**src/hw/rtl/dst_pkg.sv**
```systemverilog
// Shared types, sizes and codes for the descriptor slot table.
package dst_pkg;

   // Table size and field widths
   localparam int SLOTS  = 16;
   localparam int IDX_W  = (SLOTS > 1) ? $clog2(SLOTS) : 1;
   localparam int CMD_W  = 3;
   localparam int FD_W   = 10;
   localparam int SLOT_W = 6;
   localparam int STAT_W = 2;
   localparam int CNT_W  = 5;

   // Slot limit, one bit wider than a slot field so that 64 fits
   localparam logic [SLOT_W:0] SLOTS_LIM = (SLOT_W + 1)'(SLOTS);

   // Command codes
   localparam logic [CMD_W-1:0] CMD_INSTALL = 3'd0;
   localparam logic [CMD_W-1:0] CMD_DUP     = 3'd1;
   localparam logic [CMD_W-1:0] CMD_DUP2    = 3'd2;
   localparam logic [CMD_W-1:0] CMD_GET     = 3'd3;
   localparam logic [CMD_W-1:0] CMD_CLOSE   = 3'd4;

   // Status codes
   localparam logic [STAT_W-1:0] ST_OK     = 2'd0;
   localparam logic [STAT_W-1:0] ST_RANGE  = 2'd1;
   localparam logic [STAT_W-1:0] ST_UNUSED = 2'd2;
   localparam logic [STAT_W-1:0] ST_FULL   = 2'd3;

   // Controller to datapath commands
   typedef struct packed {
      logic load;   // capture request, read the value memory at slot_a
      logic exec;   // evaluate, update the table, load the response register
   } ctl_type;

endpackage

```
**src/hw/rtl/dst_controller.sv**
```systemverilog
// Sequencing state machine and response-valid register for the slot table.
module dst_controller import dst_pkg::*; (
   input  logic    clock,
   input  logic    reset,
   input  logic    req_tvalid,
   output logic    req_tready,
   output logic    rsp_tvalid,
   input  logic    rsp_tready,
   output ctl_type ctl
);

   localparam logic [0:0] S_IDLE = 1'b0;
   localparam logic [0:0] S_EXEC = 1'b1;

   logic [0:0] state_ff, state_in;
   logic       rsp_valid_ff, rsp_valid_in;

   assign req_tready = (state_ff == S_IDLE);
   assign rsp_tvalid = rsp_valid_ff;

   always_comb begin
      ctl.load     = req_tvalid && (state_ff == S_IDLE);
      // execute only when the response register is free or drains now
      ctl.exec     = (state_ff == S_EXEC) && (!rsp_valid_ff || rsp_tready);
      state_in     = state_ff;
      rsp_valid_in = rsp_valid_ff && !rsp_tready;
      case (state_ff)
         S_IDLE: begin
            if (ctl.load) begin
               state_in = S_EXEC;
            end
         end
         S_EXEC: begin
            if (ctl.exec) begin
               state_in     = S_IDLE;
               rsp_valid_in = 1'b1;
            end
         end
         default: state_in = S_IDLE;
      endcase
   end

   always_ff @(posedge clock) begin
      if (reset) begin
         state_ff     <= S_IDLE;
         rsp_valid_ff <= 1'b0;
      end else begin
         state_ff     <= state_in;
         rsp_valid_ff <= rsp_valid_in;
      end
   end

endmodule

```
**src/hw/rtl/dst_datapath.sv**
```systemverilog
// Slot table storage, lowest-free search, command evaluation and response register.
module dst_datapath import dst_pkg::*; (
   input  logic              clock,
   input  logic              reset,
   input  ctl_type           ctl,
   input  logic [CMD_W-1:0]  command,
   input  logic [FD_W-1:0]   desc_num,
   input  logic [SLOT_W-1:0] slot_a,
   input  logic [SLOT_W-1:0] slot_b,
   output logic [STAT_W-1:0] status,
   output logic [SLOT_W-1:0] slot_out,
   output logic [FD_W-1:0]   global_out,
   output logic [CNT_W-1:0]  open_slots
);

   // Captured request
   logic [CMD_W-1:0]  cmd_ff;
   logic [FD_W-1:0]   gfd_ff;
   logic [SLOT_W-1:0] a_ff, b_ff;
   logic [FD_W-1:0]   rd_data_ff;

   // Table state
   logic [FD_W-1:0]   value_mem [SLOTS];
   logic [SLOTS-1:0]  valid_ff, valid_in;
   logic [CNT_W-1:0]  count_ff, count_in;

   // Response register
   logic [STAT_W-1:0] status_ff, status_in;
   logic [SLOT_W-1:0] slot_out_ff, slot_out_in;
   logic [FD_W-1:0]   global_out_ff, global_out_in;

   // Evaluation
   logic              a_ok, b_ok, a_used, b_used, free_found;
   logic [IDX_W-1:0]  a_idx, b_idx, free_idx, wr_idx;
   logic              wr_en;
   logic [FD_W-1:0]   wr_data;

   assign a_idx = a_ff[IDX_W-1:0];
   assign b_idx = b_ff[IDX_W-1:0];
   assign a_ok  = ({1'b0, a_ff} < SLOTS_LIM);
   assign b_ok  = ({1'b0, b_ff} < SLOTS_LIM);
   assign a_used = a_ok && valid_ff[a_idx];
   assign b_used = b_ok && valid_ff[b_idx];

   // Lowest unused slot
   always_comb begin
      free_found = 1'b0;
      free_idx   = '0;
      for (int i = SLOTS - 1; i >= 0; i--) begin
         if (!valid_ff[i]) begin
            free_found = 1'b1;
            free_idx   = IDX_W'(i);
         end
      end
   end

   always_comb begin
      status_in     = ST_OK;
      slot_out_in   = '0;
      global_out_in = '0;
      valid_in      = valid_ff;
      count_in      = count_ff;
      wr_en         = 1'b0;
      wr_idx        = free_idx;
      wr_data       = rd_data_ff;
      case (cmd_ff)
         CMD_INSTALL: begin
            if (!free_found) begin
               status_in = ST_FULL;
            end else begin
               wr_en              = 1'b1;
               wr_data            = gfd_ff;
               valid_in[free_idx] = 1'b1;
               count_in           = count_ff + 1'b1;
               slot_out_in        = SLOT_W'(free_idx);
            end
         end
         CMD_DUP: begin
            if (!a_ok) begin
               status_in = ST_RANGE;
            end else if (!a_used) begin
               status_in = ST_UNUSED;
            end else if (!free_found) begin
               status_in = ST_FULL;
            end else begin
               wr_en              = 1'b1;
               valid_in[free_idx] = 1'b1;
               count_in           = count_ff + 1'b1;
               slot_out_in        = SLOT_W'(free_idx);
            end
         end
         CMD_DUP2: begin
            if (!a_ok || !b_ok) begin
               status_in = ST_RANGE;
            end else if (!a_used) begin
               status_in = ST_UNUSED;
            end else begin
               // onto itself: report success, leave the table alone
               if (a_ff != b_ff) begin
                  wr_en           = 1'b1;
                  wr_idx          = b_idx;
                  valid_in[b_idx] = 1'b1;
                  if (!b_used) begin
                     count_in = count_ff + 1'b1;
                  end
               end
               slot_out_in = b_ff;
            end
         end
         CMD_GET: begin
            if (!a_ok) begin
               status_in = ST_RANGE;
            end else if (!a_used) begin
               status_in = ST_UNUSED;
            end else begin
               global_out_in = rd_data_ff;
            end
         end
         CMD_CLOSE: begin
            if (!a_ok) begin
               status_in = ST_RANGE;
            end else if (!a_used) begin
               status_in = ST_UNUSED;
            end else begin
               valid_in[a_idx] = 1'b0;
               count_in        = count_ff - 1'b1;
            end
         end
         default: begin
         end
      endcase
   end

   // Request capture and registered memory read
   always_ff @(posedge clock) begin
      if (ctl.load) begin
         cmd_ff     <= command;
         gfd_ff     <= desc_num;
         a_ff       <= slot_a;
         b_ff       <= slot_b;
         rd_data_ff <= value_mem[slot_a[IDX_W-1:0]];
      end
   end

   always_ff @(posedge clock) begin
      if (ctl.exec && wr_en) begin
         value_mem[wr_idx] <= wr_data;
      end
   end

   always_ff @(posedge clock) begin
      if (reset) begin
         valid_ff <= '0;
         count_ff <= '0;
      end else if (ctl.exec) begin
         valid_ff <= valid_in;
         count_ff <= count_in;
      end
   end

   always_ff @(posedge clock) begin
      if (ctl.exec) begin
         status_ff     <= status_in;
         slot_out_ff   <= slot_out_in;
         global_out_ff <= global_out_in;
      end
   end

   assign status     = status_ff;
   assign slot_out   = slot_out_ff;
   assign global_out = global_out_ff;
   assign open_slots = count_ff;

endmodule

```
**src/hw/rtl/descriptor_slot_table.sv**
```systemverilog
// Top level of the descriptor slot table: controller, datapath and stream ports.
//
//   channel | direction | tdata fields (lowest bit first)
//   --------+-----------+----------------------------------------------------
//   req_    | in        | command[2:0] desc_num[12:3] slot_a[18:13] slot_b[24:19]
//   rsp_    | out       | status[1:0] slot_out[7:2] global_out[17:8] open_slots[22:18]
//
// A request is first captured in the idle state, which also reads the value memory
// at slot_a; the execute state then runs the lowest-free search, updates the table
// and loads the response register. A new request is taken only once the block is
// back in the idle state, so requests never overlap.
// Reset clears the valid bits and the open count at once; no clearing pass.
// A stalled response holds the execute state until the response register drains.
module descriptor_slot_table import dst_pkg::*; (
   input  logic        clock,
   input  logic        reset,
   // request channel
   input  logic        req_tvalid,
   output logic        req_tready,
   input  logic [31:0] req_tdata,   // command, desc_num, slot_a, slot_b, zero fill
   // response channel
   output logic        rsp_tvalid,
   input  logic        rsp_tready,
   output logic [23:0] rsp_tdata    // status, slot_out, global_out, open_slots, zero fill
);

   ctl_type           ctl;
   logic [STAT_W-1:0] status;
   logic [SLOT_W-1:0] slot_out;
   logic [FD_W-1:0]   global_out;
   logic [CNT_W-1:0]  open_slots;

   // Sequence each request: capture, then execute when the response slot frees
   dst_controller u_ctrl (
      .clock      (clock),
      .reset      (reset),
      .req_tvalid (req_tvalid),
      .req_tready (req_tready),
      .rsp_tvalid (rsp_tvalid),
      .rsp_tready (rsp_tready),
      .ctl        (ctl)
   );

   // Unpack the request fields straight into the datapath
   dst_datapath u_dp (
      .clock      (clock),
      .reset      (reset),
      .ctl        (ctl),
      .command    (req_tdata[2:0]),
      .desc_num   (req_tdata[12:3]),
      .slot_a     (req_tdata[18:13]),
      .slot_b     (req_tdata[24:19]),
      .status     (status),
      .slot_out   (slot_out),
      .global_out (global_out),
      .open_slots (open_slots)
   );

   // Pack the response; bit 23 is fill
   assign rsp_tdata = {1'b0, open_slots, global_out, slot_out, status};

`ifndef ASSERT_OFF
   // An accepted request blocks the next one while it executes
   a_one_per_two: assert property (@(posedge clock) disable iff (reset)
      req_tvalid && req_tready |=> !req_tready)
      else $error("request taken in the cycle after an accepted request");

   // A failed command reports no slot and no descriptor
   a_fail_clean: assert property (@(posedge clock) disable iff (reset)
      rsp_tvalid && (status != ST_OK) |-> (slot_out == '0) && (global_out == '0))
      else $error("failed response carries a slot or descriptor");

   // A reported slot lies inside the table
   a_slot_range: assert property (@(posedge clock) disable iff (reset)
      rsp_tvalid |-> ({1'b0, slot_out} < SLOTS_LIM))
      else $error("response slot outside the table");
`endif

endmodule

```
**config.mk**
```make
export PLATFORM = sky130hd
export DESIGN_NAME = descriptor_slot_table
export DESIGN_NICKNAME = d
export VERILOG_FILES = /design/src/hw/rtl/dst_pkg.sv /design/src/hw/rtl/dst_controller.sv /design/src/hw/rtl/dst_datapath.sv /design/src/hw/rtl/descriptor_slot_table.sv
export SDC_FILE = /design/constraint.sdc
export NUM_CORES = 1
export LEC_CHECK = 0
export BUFFER_PORTS_ARGS = -buffer_cell sky130_fd_sc_hd__buf_2
export CAP_MARGIN = 30
export CELL_PAD_IN_SITES_DETAIL_PLACEMENT = 1
export CELL_PAD_IN_SITES_GLOBAL_PLACEMENT = 1
export CORE_MARGIN = 1
export CORE_UTILIZATION = 52
export DETAILED_ROUTE_END_ITERATION = 12
export PLACE_DENSITY = 0.84
export SYNTH_ARGS = -nofsm -noshare
export SYNTH_HDL_FRONTEND = slang
export SYNTH_SLANG_ARGS = --single-unit
```
**constraint.sdc**
```tcl
create_clock -name clock -period 4.47 [get_ports clock]
set_clock_uncertainty 0.15 [all_clocks]
set_input_delay 0 -clock clock [delete_from_list [all_inputs] [get_ports clock]]
set_output_delay 0 -clock clock [all_outputs]
set_load 0.01 [all_outputs]
```
==> out/results.ini <==
[critical_path]
slowest_stage=edfxtp_1
timing.rr.end=u_dp.value_mem[0][8]$_DFFE_PP_
r2r_start=u_dp.a_ff[1]$_DFFE_PP_
worstSetupStartpoint=u_dp.a_ff[1]$_DFFE_PP_
reg2regPathDepth=7
critPathKind=reg2reg
rrSetupSlack_ps=420
crit_end=u_dp.value_mem[0][8]$_DFFE_PP_
cp-end-kind=register
crit_fanout=19
start_kind=register
crit_path_cell_trace=mux4_1 > mux2i_1 > nand3b_4 > nand2_1 > o211a_1 > a22oi_1 > inv_1
slowest_delay_ps=750
cp.required_ps=4520
arrival_ps=4110

[synth]
ys.warnings.count=0
yosys_most_used_dff=edfxtp_1
synth_edf_count=213
synth_cells=642
synth_area_sq_mm=0.0103
async_flop_share=0
ys_seq_area_frac=0.665
synth_area_per_cell_sq_um=16.1
ys_ff_latch=236
ys_types=67

[grt]
grt_use_met1=0.421
met2_usage=0.538
grt_pass1_wl_mm=48.3
antenna_found_initial=0
overflow=0
grt_max_degree=25
met3_usage=0.0801
busiest_layer=met2
grt_util_all_layers=0.333
grt_pass1_vias=7253

[sta]
finalHoldViolations=0
setup_violations=0
relSlewSlack=0.368
rsz0062_at_grt=false
setup_tns_ps=0
fmax_mhz=247
period_share=0.907
post-route-min-period_ps=4050
fin_ws_ps=417
drv_slew=0
worst_pin_slew_ps=945

[power]
power.total_mw=5.02
leakage_nw=4.05
p_per_area_mw_per_mm2=416
peakVddDrop_v=0.000289

[hold_path]
hp-class=in2reg

[routing]
drt_iter0_markers=1013
wl_mm=32.5
drt-vias-per-instance=6.93
route.detailed.drc=0
vias=7060
dr.pass1.iters=5
postRouteAntennaNets=0
routedWlPerCell_um=31.9

[final_layout]
design_area_sq_mm=0.0121
drive_above_1_share=0.249
fillers=1725
fin_cells=1019
fin_nets=776
synthToLayoutAreaGrowth_pct=17.1
insertedDiodeCount=0

[floorplan]
start_util=0.530
core_area_sq_mm=0.0195
boundaryPins=62
die_x_um=143
die_height_um=143
die_area_sq_mm=0.0204
core.rowCount=51

[job]
maxCapViolCount=0

[cts]
cts-root-buf=clkbuf_16
cts_buffer_depth=3
clkTransAtPathRegs_ps=70
clock-sinks=236
cts_tree=done
cts_max_level=1
clock_latency_ps=550
cts_made_buffers=24

[placement]
placed_cells=944
io_buffers=53
place.gp.congestion=0.953
hpwl_mm=18.5
dp_slack_ps=808
dpl_cell_area_sq_mm=0.0109

[outcome]
outcome=finished, final reports clean

==> area by class of cell <==
type | instances | area [sq um] | share of cell area
clock inverter | 15 | 160 | 0.0133
multi-input combinational | 354 | 3230 | 0.267
inverter | 16 | 60.1 | 0.00497
sequential | 236 | 6860 | 0.568
tap | 265 | 332 | 0.0274
timing repair buffer | 104 | 759 | 0.0629
clock buffer | 29 | 682 | 0.0565
==> timing repair <==
item / 4_1_cts / 5_1_grt
hold buffers: 30 / 0
resized for setup: 0 / 0
hold endpoints to repair: 85 / 0
setup buffers: 0 / 0
==> worst max-delay path, delay by kind of cell, from the launching register on <==
family / cells / cell delay (ps)
buf+inv: 1 / 340
compound gates: 2 / 940
simple gates: 2 / 670
mux: 2 / 860
flops: 1 / 750
==> synth_stat cells, types with 4 or more instances <==
| cell type | count | area share |
|---|---|---|
| o311ai_0 | 7 | 0.0059 |
| buf_2 | 8 | 0.0039 |
| nand4_1 | 8 | 0.0049 |
| xnor2_1 | 8 | 0.0068 |
| mux2i_1 | 11 | 0.011 |
| nand2_1 | 35 | 0.013 |
| nor2b_1 | 11 | 0.0067 |
| nand3_1 | 5 | 0.0024 |
| a2bb2oi_1 | 5 | 0.0042 |
| edfxtp_1 | 213 | 0.62 |
| nor2_1 | 35 | 0.013 |
| o21ai_0 | 14 | 0.0068 |
| inv_1 | 16 | 0.0058 |
| buf_6 | 4 | 0.0044 |
| and2_1 | 7 | 0.0042 |
| and4_1 | 10 | 0.0085 |
| clkbuf_1 | 19 | 0.0069 |
| dfxtp_1 | 23 | 0.045 |
| o41ai_1 | 4 | 0.0034 |
| buf_1 | 6 | 0.0022 |
| nor3_1 | 16 | 0.0078 |
| o22ai_1 | 6 | 0.0036 |
| a21oi_1 | 28 | 0.014 |
| a21o_1 | 4 | 0.0029 |
| mux2_2 | 14 | 0.015 |
| o32ai_1 | 6 | 0.0051 |
| mux4_2 | 52 | 0.11 |
| nand2b_1 | 8 | 0.0049 |
==> logic make-up (layout without fill, tap and decap cells) <==
| group | count (synthesis) | in the layout | share of synthesized area |
|---|---|---|---|
| other cells | 1 | 3 | 0.000363 |
| fa+ha+maj | 4 | 4 | 0.00558 |
| mux | 79 | 79 | 0.145 |
| simple gates | 145 | 145 | 0.0741 |
| buf+inv | 54 | 164 | 0.0239 |
| xor+xnor | 10 | 10 | 0.00849 |
| flops | 236 | 236 | 0.665 |
| compound gates | 113 | 113 | 0.0785 |
==> placed cells by master (no fill, tap or decap), drive strengths merged, types with 16 or more instances in the layout <==
cell	netlist	final
dlygate4sd3	0	30
o21ai	16	16
inv	16	17
buf	19	74
mux4	54	54
dfxtp	23	23
clkbuf	19	29
nor3	18	18
nor2	35	35
edfxtp	213	213
nand2	35	35
a21oi	28	28
==> metal layers <==
| layer | share of wire | routed length (um) |
|---|---|---|
| met1 | 0.36 | 11700 |
| met2 | 0.47 | 15300 |
| met3 | 0.11 | 3600 |
| met4 | 0.059 | 1920 |
| met5 | 0 | 0 |
==> worst min path at each step <==
| stage | cells after the start | to | slack [ps] | start |
|---|---|---|---|---|
| 2_1_floorplan | 0 | u_dp.a_ff[0]$_DFFE_PP_ | -50 | req_tdata[13] |
| 3_3_place_gp | 1 | u_dp.b_ff[2]$_DFFE_PP_ | 30 | req_tdata[21] |
| 3_5_place_dp | 1 | u_dp.b_ff[3]$_DFFE_PP_ | 30 | req_tdata[22] |
| 4_1_cts | 2 | u_dp.b_ff[3]$_DFFE_PP_ | 10 | req_tdata[22] |
| 5_1_grt | 2 | u_dp.b_ff[3]$_DFFE_PP_ | 10 | req_tdata[22] |
| 6_report | 2 | u_dp.b_ff[3]$_DFFE_PP_ | 5 | req_tdata[22] |
==> metrics by stage <==
stage | util | hold slack [ps]
after detailed placement | 0.561 | 28.3
final | 0.621 | 4.61
after floorplan | - | -51.1
after global routing | 0.621 | 13.3
after CTS | 0.620 | 9.86
after global placement | 0.558 | 26.9
==> registers in the layout, summed over array words and instances, names as in the netlist, 2 cells and up <==
register	count
u_dp.value_mem	160
u_dp.valid_ff	16
u_dp.gfd_ff	10
u_dp.global_out	10
u_dp.rd_data_ff	10
u_dp.a_ff	6
u_dp.b_ff	6
u_dp.slot_out	6
u_dp.open_slots	5
u_dp.cmd_ff	3
u_dp.status	2
==> power by group <==
group / internal [mW] / leakage (nW) / total [mW] / switching [mW]
sequential: 2.47 / 2.13 / 2.51 / 0.0460
clock: 1.26 / 0.407 / 2.17 / 0.913
combinational: 0.127 / 1.52 / 0.332 / 0.205
Power figures use the tool's default switching activity.
